File: src/hdl/gcdr_pkg.sv
package gcdr_pkg;

  // frame characters
  localparam logic [7:0] CH_END = 8'd58;
  localparam logic [7:0] CH_G   = 8'd71;
  localparam logic [7:0] CH_E   = 8'd69;
  localparam logic [7:0] CH_T   = 8'd84;

  // ascii '0' as carried on the 6-bit digit port
  localparam logic [5:0] CH_ZERO = 6'd48;

  // saturated reply digit
  localparam logic [3:0] DIGIT_NINE = 4'd9;

  // frame position at which the prefix has been fully seen
  localparam logic [1:0] POS_FULL = 2'd3;

  // controller to datapath
  typedef struct packed {
    logic accept;       // input transaction taken
    logic load;         // load count, start conversion
    logic convert;      // one shift-and-add-3 step
    logic shift_digit;  // drop the top bcd digit
    logic load_sat;     // reply saturates to all nines
  } cmd_t;

  // datapath to controller
  typedef struct packed {
    logic reply;      // current byte closes a matching frame
    logic conv_done;  // all count bits shifted in
    logic ovf;        // count needs more digits than allowed
    logic top_zero;   // top bcd digit is zero
    logic rem_one;    // one digit left to send
  } status_t;

  // expected prefix character for a frame position
  function automatic logic [7:0] prefix_char(input logic [1:0] pos);
    logic [7:0] c;
    case (pos)
      2'd0:    c = CH_G;
      2'd1:    c = CH_E;
      default: c = CH_T;
    endcase
    return c;
  endfunction

endpackage

File: src/hdl/gcdr_ctrl.sv
module gcdr_ctrl
  import gcdr_pkg::*;
(
  input  logic    clk,
  input  logic    rst,
  input  logic    in_valid,
  input  logic    out_stall,
  input  status_t status,
  output cmd_t    cmd,
  output logic    in_stall,
  output logic    out_valid
);

  localparam logic [1:0] S_IDLE = 2'd0;
  localparam logic [1:0] S_CONV = 2'd1;
  localparam logic [1:0] S_SKIP = 2'd2;
  localparam logic [1:0] S_EMIT = 2'd3;

  logic [1:0] state;
  logic [1:0] state_next;

  // handshake follows state
  assign in_stall  = (state != S_IDLE);
  assign out_valid = (state == S_EMIT);

  // next state and commands
  always_comb begin
    state_next = state;
    cmd        = '0;
    case (state)
      S_IDLE: begin
        if (in_valid) begin
          cmd.accept = 1'b1;
          if (status.reply) begin
            cmd.load   = 1'b1;
            state_next = S_CONV;
          end
        end
      end
      S_CONV: begin
        if (!status.conv_done) begin
          cmd.convert = 1'b1;
        end else if (status.ovf) begin
          cmd.load_sat = 1'b1;
          state_next   = S_EMIT;
        end else begin
          state_next = S_SKIP;
        end
      end
      S_SKIP: begin
        if (status.top_zero && !status.rem_one) begin
          cmd.shift_digit = 1'b1;
        end else begin
          state_next = S_EMIT;
        end
      end
      S_EMIT: begin
        if (!out_stall) begin
          if (status.rem_one) begin
            state_next = S_IDLE;
          end else begin
            cmd.shift_digit = 1'b1;
          end
        end
      end
      default: state_next = S_IDLE;
    endcase
  end

  // state register
  always_ff @(posedge clk) begin
    if (rst) begin
      state <= S_IDLE;
    end else begin
      state <= state_next;
    end
  end

endmodule

File: src/hdl/gcdr_dpath.sv
module gcdr_dpath
  import gcdr_pkg::*;
#(
  parameter int COUNT_BITS = 32,
  parameter int MAX_DIGITS = 10
) (
  input  logic        clk,
  input  logic        rst,
  input  cmd_t        cmd,
  input  logic [7:0]  rx_byte,
  input  logic [31:0] step_count,
  output status_t     status,
  output logic [5:0]  digit_char,
  output logic        last_digit
);

  // decimal digits needed for the largest count
  localparam int BCD_DIGITS = (COUNT_BITS * 30103) / 100000 + 1;
  localparam int BCD_BITS   = BCD_DIGITS * 4;
  localparam int REM_MAX    = (BCD_DIGITS > MAX_DIGITS) ? BCD_DIGITS : MAX_DIGITS;
  localparam int REM_W      = $clog2(REM_MAX + 1);
  localparam int BIT_W      = $clog2(COUNT_BITS + 1);

  logic [1:0]            frame_position;
  logic                  prefix_match;
  logic [COUNT_BITS-1:0] bin;
  logic [BCD_BITS-1:0]   bcd;
  logic [BCD_BITS-1:0]   bcd_adj;
  logic [BIT_W-1:0]      bit_cnt;
  logic [REM_W-1:0]      remaining;
  logic                  sat;
  logic                  ovf;
  logic [3:0]            top_digit;

  // frame tracking on each input transaction
  always_ff @(posedge clk) begin
    if (rst) begin
      frame_position <= 2'd0;
      prefix_match   <= 1'b1;
    end else if (cmd.accept) begin
      if (rx_byte == CH_END) begin
        frame_position <= 2'd0;
        prefix_match   <= 1'b1;
      end else if (frame_position != POS_FULL) begin
        if (rx_byte != prefix_char(frame_position)) begin
          prefix_match <= 1'b0;
        end
        frame_position <= frame_position + 2'd1;
      end
    end
  end

  // add 3 to every digit of 5 or more before the shift
  always_comb begin
    bcd_adj = bcd;
    for (int i = 0; i < BCD_DIGITS; i++) begin
      if (bcd[i*4 +: 4] >= 4'd5) begin
        bcd_adj[i*4 +: 4] = bcd[i*4 +: 4] + 4'd3;
      end
    end
  end

  // digits above the allowed count
  always_comb begin
    ovf = 1'b0;
    for (int i = 0; i < BCD_DIGITS; i++) begin
      if (i >= MAX_DIGITS && bcd[i*4 +: 4] != 4'd0) begin
        ovf = 1'b1;
      end
    end
  end

  // conversion and digit registers
  always_ff @(posedge clk) begin
    if (cmd.load) begin
      bin       <= COUNT_BITS'(step_count);
      bcd       <= '0;
      bit_cnt   <= BIT_W'(COUNT_BITS);
      remaining <= REM_W'(BCD_DIGITS);
      sat       <= 1'b0;
    end else if (cmd.convert) begin
      {bcd, bin} <= {bcd_adj[BCD_BITS-2:0], bin, 1'b0};
      bit_cnt    <= bit_cnt - BIT_W'(1);
    end else if (cmd.load_sat) begin
      remaining <= REM_W'(MAX_DIGITS);
      sat       <= 1'b1;
    end else if (cmd.shift_digit) begin
      bcd       <= {bcd[BCD_BITS-5:0], 4'd0};
      remaining <= remaining - REM_W'(1);
    end
  end

  assign top_digit = sat ? DIGIT_NINE : bcd[BCD_BITS-1 -: 4];

  // status back to the controller
  assign status.reply     = (rx_byte == CH_END) && (frame_position == POS_FULL) && prefix_match;
  assign status.conv_done = (bit_cnt == '0);
  assign status.ovf       = ovf;
  assign status.top_zero  = (bcd[BCD_BITS-1 -: 4] == 4'd0);
  assign status.rem_one   = (remaining == REM_W'(1));

  // result payload
  assign digit_char = CH_ZERO + {2'b00, top_digit};
  assign last_digit = (remaining == REM_W'(1));

endmodule

File: src/hdl/get_command_decimal_reply.sv
// channel | signals                        | direction | transaction when
// input   | in_valid, rx_byte, step_count  | in        | in_valid  & !in_stall
// input   | in_stall                       | out       |
// output  | out_valid, digit_char, last_digit | out    | out_valid & !out_stall
// output  | out_stall                      | in        |
//
// a byte that is not a closing ':' of a GET frame is taken with no reply
// a reply runs shift-and-add-3 conversion over all COUNT_BITS bits, then skips leading zero
//   digits (none when saturated), then sends one digit per output transaction, held while out_stall
// one item is worked on at a time: in_stall is high until the last digit is taken
// rst is synchronous and clears the controller and the frame tracking
module get_command_decimal_reply
  import gcdr_pkg::*;
#(
  parameter int COUNT_BITS = 32,
  parameter int MAX_DIGITS = 10
) (
  input  logic        clk,
  input  logic        rst,
  input  logic        in_valid,
  output logic        in_stall,
  input  logic [7:0]  rx_byte,
  input  logic [31:0] step_count,
  output logic        out_valid,
  input  logic        out_stall,
  output logic [5:0]  digit_char,
  output logic        last_digit
);

  cmd_t    cmd;
  status_t status;

  // sequencing
  gcdr_ctrl u_ctrl (
    .clk       (clk),
    .rst       (rst),
    .in_valid  (in_valid),
    .out_stall (out_stall),
    .status    (status),
    .cmd       (cmd),
    .in_stall  (in_stall),
    .out_valid (out_valid)
  );

  // frame tracking and conversion
  gcdr_dpath #(
    .COUNT_BITS (COUNT_BITS),
    .MAX_DIGITS (MAX_DIGITS)
  ) u_dpath (
    .clk        (clk),
    .rst        (rst),
    .cmd        (cmd),
    .rx_byte    (rx_byte),
    .step_count (step_count),
    .status     (status),
    .digit_char (digit_char),
    .last_digit (last_digit)
  );

  // no input taken while a reply is out
  assert property (@(posedge clk) disable iff (rst) out_valid |-> in_stall)
    else $error("input ready during reply");

  // digits are always ascii decimal
  assert property (@(posedge clk) disable iff (rst)
    out_valid |-> (digit_char >= CH_ZERO && digit_char <= CH_ZERO + 6'd9))
    else $error("digit out of range");

  // reply ends after the marked digit
  assert property (@(posedge clk) disable iff (rst)
    (out_valid && !out_stall && last_digit) |=> !out_valid)
    else $error("output after last digit");

  // a reply only starts from a closing byte
  assert property (@(posedge clk) disable iff (rst)
    cmd.load |-> (cmd.accept && rx_byte == CH_END))
    else $error("conversion started without a frame end");

endmodule
File: config.mk
export PLATFORM = sky130hd
export DESIGN_NAME = get_command_decimal_reply
export DESIGN_NICKNAME = d
export VERILOG_FILES = /design/src/hdl/gcdr_pkg.sv /design/src/hdl/gcdr_ctrl.sv /design/src/hdl/gcdr_dpath.sv /design/src/hdl/get_command_decimal_reply.sv
export SDC_FILE = /design/constraint.sdc
export NUM_CORES = 1
export LEC_CHECK = 0
export ABC_AREA = 1
export ABC_CLOCK_PERIOD_IN_PS = 2800
export BUFFER_PORTS_ARGS = -buffer_cell sky130_fd_sc_hd__buf_2
export CAP_MARGIN = 20
export CORE_ASPECT_RATIO = 0.75
export CORE_MARGIN = 3
export CORE_UTILIZATION = 40
export CTS_BUF_LIST = sky130_fd_sc_hd__clkbuf_16
export DETAILED_ROUTE_END_ITERATION = 7
export PLACE_DENSITY = 0.57
export SETUP_SLACK_MARGIN = 0.4
export SLEW_MARGIN = 20
export SYNTH_ARGS = -nofsm -noshare
export SYNTH_HDL_FRONTEND = slang
export SYNTH_SLANG_ARGS = --single-unit
File: constraint.sdc
create_clock -name clk -period 2.8 [get_ports clk]
set_input_delay 0.42 -clock clk [delete_from_list [all_inputs] [get_ports clk]]
set_output_delay 0.42 -clock clk [all_outputs]
set_load 0.01 [all_outputs]
# Word level (Yosys, flattened, before mapping)
# Cells that the tools add are included.
totals:
  ff_bits: 87
  inputBits: 44
  output_inout_bits: 9
  word_cells: 104
op_classes:
  addsub: 14
  order_cmp: 10
  n_eq_ne: 15
  muxes: 40
  n_bitwise: 1
  reduce_logical: 17
op_table:
  columns: ["operator", "n"]
  rows:
  - ["40-bit 2-to-1 mux", 2]
  - ["32-bit 2-to-1 mux", 2]
  - ["4-bit by 3-bit >= comparator with 1-bit output, second input constant", 10]
  - ["4-bit by 2-bit adder with 4-bit output, second input constant", 9]
  - ["4-bit 2-to-1 mux", 9]
  - ["8-bit 2-to-1 mux", 4]
  - ["2-bit 2-to-1 mux", 10]
  - ["2-bit != test, second input constant", 5]
  - ["5-bit case mux with 2 select lines", 1]
  - ["2-bit nonzero test", 5]
  - ["1-bit 2-to-1 mux", 9]
  - ["8-bit by 6-bit equality test with 1-bit output, second input constant", 1]
  - ["8-bit != test", 1]
  - ["2-bit case mux with 4 select lines", 1]
  - ["5-bit by 5-bit adder with 6-bit output, first input constant", 1]
  - ["2-bit equality test, second input constant", 3]
  - ["6-bit logical NOT", 1]
  - ["6-bit AND reduction", 1]
  - ["6-bit by 1-bit subtractor with 6-bit output, second input constant", 1]
  - ["2-bit by 1-bit equality test with 1-bit output, second input constant", 2]
  - ["4-bit by 1-bit equality test with 1-bit output, second input constant", 1]
  - ["2-bit logical NOT", 2]
  - ["4-bit logical NOT", 1]
  - ["2-bit by 1-bit != test with 1-bit output, second input constant", 2]
  - ["10 further kinds", 13]

# Depth between registers and ports, before layout
depth:
  ltp_word: 12
  ltp_mapped: 11
  depth_no_buf: 11

# Hierarchy
# A second synthesis with hierarchy kept.
unflattened:
  cells_unflattened: 729
  hier_area_um2: 5228.8
modules_own_cells:
  columns: ["module", "instances", "cells_each", "area_per_inst_um2", "seq_area_each_um2"]
  rows:
  - ["gcdr_dpath", 1, 685, 4936.0, 2042.0]
  - ["gcdr_ctrl", 1, 44, 292.8, 40.0]

# Worst setup path after synthesis
# Ideal clock, no wire load.
synth_path:
  kind: "flip-flop to flip-flop"
  from: "reg u_ctrl.state[0]"
  to: "reg u_dpath.bin[0], enable pin"
  setup_ps: 479
  t_arrival_ps: 1844
  required_ps: 2321
  slack_ps: 478
  stages_incl_launch_ff: 8
  path_buffers: 1
  period_less_slack_ps: 2322
  cell_sequence: "dfxtp_1 inv_1 ha_1 inv_1 nor2_4 inv_2 clkbuf_1 nand2_1"
synth_via:
  elab_chain_len: 3
  elab_cells_between_ends: 5
  cone_classes: "eq/ne (1); mux (2); reduce/logical (2)"
synth_rtl:
  columns: ["item", "line", "text"]
  rows:
  - ["from (decl)", "gcdr_ctrl.sv:19", "logic [1:0] state;"]
  - ["from (signal assigned)", "gcdr_ctrl.sv:75", "state <= state_next;"]
  - ["2-bit by 1-bit equality test with 1-bit output or 2-bit logical NOT (tied branches)", "gcdr_ctrl.sv:30", "case (state)"]
  - ["1-bit 2-to-1 mux or 2-bit 2-to-1 mux (tied branches)", "gcdr_ctrl.sv:30", null]
  - ["2-bit nonzero test (no line) (*)", null, null]
  - ["to (signal assigned)", "gcdr_dpath.sv:76", "bin <= COUNT_BITS'(step_count);"]
  - ["to (signal assigned)", "gcdr_dpath.sv:82", "{bcd, bin} <= {bcd_adj[BCD_BITS-2:0], bin, 1'b0};"]
  - ["to (decl)", "gcdr_dpath.sv:26", "logic [COUNT_BITS-1:0] bin;"]
# Mark *: on every way between the ends. The rest lies on a longest branch, timed or not.
# A chain may end at the register's enable or synchronous reset.

# Worst setup path after layout
layout_path:
  from: "reg u_dpath.frame_position[0]"
  to: "reg u_dpath.bin[31], data pin"
layout_via:
  elab_chain_len: 7
layout_rtl:
  columns: ["item", "line", "text"]
  rows:
  - ["from (decl)", "gcdr_dpath.sv:24", "logic [1:0] frame_position;"]
  - ["from (signal assigned)", "gcdr_dpath.sv:48", "frame_position <= frame_position + 2'd1;"]
  - ["2-bit equality test", "gcdr_dpath.sv:96", "assign status.reply = (rx_byte == CH_END) && (frame_position == POS_FULL) && prefix_match;"]
  - ["1-bit logical AND (2 in series)", "gcdr_dpath.sv:96", null]
  - ["1-bit 2-to-1 mux", "gcdr_ctrl.sv:34", "if (status.reply) begin"]
  - ["2-bit 2-to-1 mux", "gcdr_ctrl.sv:32", "if (in_valid) begin"]
  - ["2-bit 2-to-1 mux", "gcdr_ctrl.sv:30", null]
  - ["32-bit 2-to-1 mux", "gcdr_dpath.sv:75", "if (cmd.load) begin"]
# No other way between the ends.

==> reports/qor.txt <==
outcome -> finished, final reports clean
global-route wire length before repair -> 21,300 um
Max Clk Rate -> 508 MHz
sequential power share -> 0.355
NumNets Final -> 913
Clock Power Share -> 0.199
Yosys top cell area share -> 0.203
placer congestion estimate -> 0.793
clk_skew -> 0.0106 ns
kind of critical path -> reg -> reg
largest net degree at the start of global routing -> 59
R2R cell count -> 7
most used flip-flop cell after synthesis -> dfxtp_1
endpoints failing setup -> 0
Inst Count DP -> 997
Post-CTS Resized -> 0
Leakage -> 3.02 nW
WHS Path Cells -> 3
Post-synth EDFFs -> 32
I/O Buffers -> 50
cell taking the most area after synthesis -> dfxtp_1
initial core utilization -> 0.414
MaxCap Viol Count -> 0
drt drc -> 0
Hold Crit Class -> in -> reg
worst skew pair latency -> 0.35 ns
Reg clk slew, reported paths -> 0.07 ns
final hold violation count -> 0
worst hold path startpoint -> step_count[12]
Detailed Place HPWL -> 8600 um
DRT iter0 DRCs -> 314
fin cells -> 1,013
All-Layer GR Usage -> 0.170
Die Width -> 140 um
Vias/cell -> 4.87
RSZ-0062 raised after global routing -> false
cell count after synthesis -> 800
Slew @ Worst Pin -> 0.669 ns
initial antenna violation count -> 0
grt ovf -> 0
Switching Share -> 0.441
Sink Count -> 87
Util after Layout -> 0.461
Post-Route WL -> 12,200 um
crit path capture type -> flop
Avg Inst Size Synth -> 6.78 um^2
Logic pwr share -> 0.446
Slew Viols, Final -> 0
Int Pwr -> 0.00349 W
layout cells sized above 1 -> 0.110
CTS max path bufs -> 2
flop and latch count out of synthesis -> 87
ys async rst share -> 0
Seq/Total Area, Yosys -> 0.380
total CTS buffers -> 9
required time worst endpoint -> 3.01 ns
Sw Pwr -> 0.00275 W
hold path endpoint -> u_dpath.bin[12]
drt first pass iters -> 5
clk root buf -> clkbuf_16
Synth area leaders -> dfxtp_1, nand2_1, edfxtp_1
Ys Warns -> 0
Synth Cell Area -> 0.00543 mm^2
Post-CTS Setup Bufs -> 0
Routed Antenna Nets -> 0
Max H-tree Level -> 3
pwr dens -> 1030 mW/mm^2
crit share post-route -> 0.704
Worst VDD drop -> 382 uV
Placeable Area -> 0.0131 mm^2
Hold Buf Count CTS -> 0
number of global-route vias before repair -> 4,708
R2R Path End -> u_dpath.bin[31]
I/O Pins -> 53
TritonCTS clock tree -> done
die footprint -> 0.0150 mm^2
Wirelength per Cell -> 12.1 um
DIE HEIGHT -> 107 um
Synth cell types -> 29
DR vias -> 4,933
fin crit period -> 1.97 ns
CP max FO -> 58
Worst slew margin -> 0.554
# rows -> 36
reg-to-reg setup timing slack -> 0.83 ns
ANT cells -> 0
CP arrival -> 2.18 ns
Synth-to-Final Area Change -> 11.3%
final setup TNS -> 0 ns
CP startpoint kind -> flop
Worst R2R Start -> u_dpath.frame_position[0]
## layer usage
metal / share of wire / routed length (um) / track usage / vias up
met1: 0.51 / 6190 / 0.230 / 2248
met4: 0.0071 / 87 / 0.0546 / 0
met5: 0 / 0 / 0 / -
met3: 0.040 / 493 / 0.0366 / 11
li1: - / - / - / 2585
met2: 0.45 / 5460 / 0.272 / 89
## power by group through the flow
stage                     Clock (W)  Sequential, W  Combinational [W]
after floorplan                   0        0.00211            0.00228
after global placement            0        0.00222            0.00270
after detailed placement          0        0.00223            0.00279
after CTS                   0.00129        0.00221            0.00280
after global routing        0.00133        0.00228            0.00328
final                       0.00124        0.00221            0.00278
## cells in the mapped netlist, types with 2 or more instances
master and n:
nand2_1 276, nor2_1 108, inv_1 91, nand3_1 75, dfxtp_1 55, o21ai_0 37, edfxtp_1 32, ha_1 32
a21oi_1 22, buf_4 14, buf_2 10, nand4_1 10, buf_6 5, inv_2 5, nor2_2 5, clkbuf_1 3
nand3_4 3, nor3_1 3, nand2_2 2, nand2_4 2, o211ai_1 2
## critical path, cell delays in order, from the launching register on
cell	delay (ns)
dfxtp_1	0.38
ha_1	0.22
and3_1	0.18
nand3_2	0.11
nor2_4	0.11
buf_4	0.55
nand2_1	0.16
nand2_1	0.11
## flip-flops by register name, indices dropped and copies added, names as in the netlist
register	cells
u_ctrl.state	2
u_dpath.bit_cnt	6
u_dpath.prefix_match	1
u_dpath.frame_position	2
u_dpath.bin	32
u_dpath.remaining	4
u_dpath.bcd	40
## stage by stage
stage               hold WS, ns  setup slack, ns  instance area (um^2)  power (W)
detailed placement        0.456            0.770                  5740    0.00502
finish                    0.343            0.830                  6040    0.00624
global route              0.344            0.522                  6040    0.00689
floorplan                 0.428            0.478                  5430    0.00439
CTS                       0.327            0.808                  6040    0.00630
global placement          0.441            0.765                  5740    0.00492
## worst max path at each step
stage | slack [ns] | to | cells after the start | startpoint
floorplan | 0.48 | u_dpath.bin[0] | 7 | u_ctrl.state[0]
global placement | 0.77 | u_dpath.bin[31] | 9 | rx_byte[0]
detailed placement | 0.77 | u_dpath.bin[31] | 9 | rx_byte[7]
CTS | 0.81 | u_dpath.bin[31] | 7 | u_dpath.frame_position[0]
global route | 0.52 | u_dpath.bit_cnt[4] | 9 | u_dpath.bit_cnt[0]
finish | 0.83 | u_dpath.bin[31] | 7 | u_dpath.frame_position[0]
## placed cells by master (no fill, tap or decap), types with 10 or more instances in the layout
cell,instances
dfxtp_1,55
a21oi_1,22
nand2_1,276
ha_1,32
buf_2,50
nand4_1,10
nor2_1,108
edfxtp_1,32
inv_1,91
nand3_1,75
o21ai_0,37
## area by class of cell
| class | count | area [um^2] |
|---|---|---|
| fill | 1323 | 7070 |
| multi-input combinational | 586 | 2790 |
| sequential | 87 | 2060 |
| inverter | 96 | 360 |
| timing repair buffer | 57 | 315 |
| clock buffer | 9 | 225 |
| tap | 171 | 214 |
| clock inverter | 7 | 80.1 |
## kinds of logic after synthesis
family / Yosys count / share of synthesized area
AOI/OAI and AO/OA: 62 / 0.0581
and+or+nand+nor: 489 / 0.378
buffers and inverters: 128 / 0.107
other: 1 / 0.000691
xor gates and xnor gates: 1 / 0.00161
adders and majority gates: 32 / 0.0738
DFF: 87 / 0.380
Power figures use the tool's default switching activity.
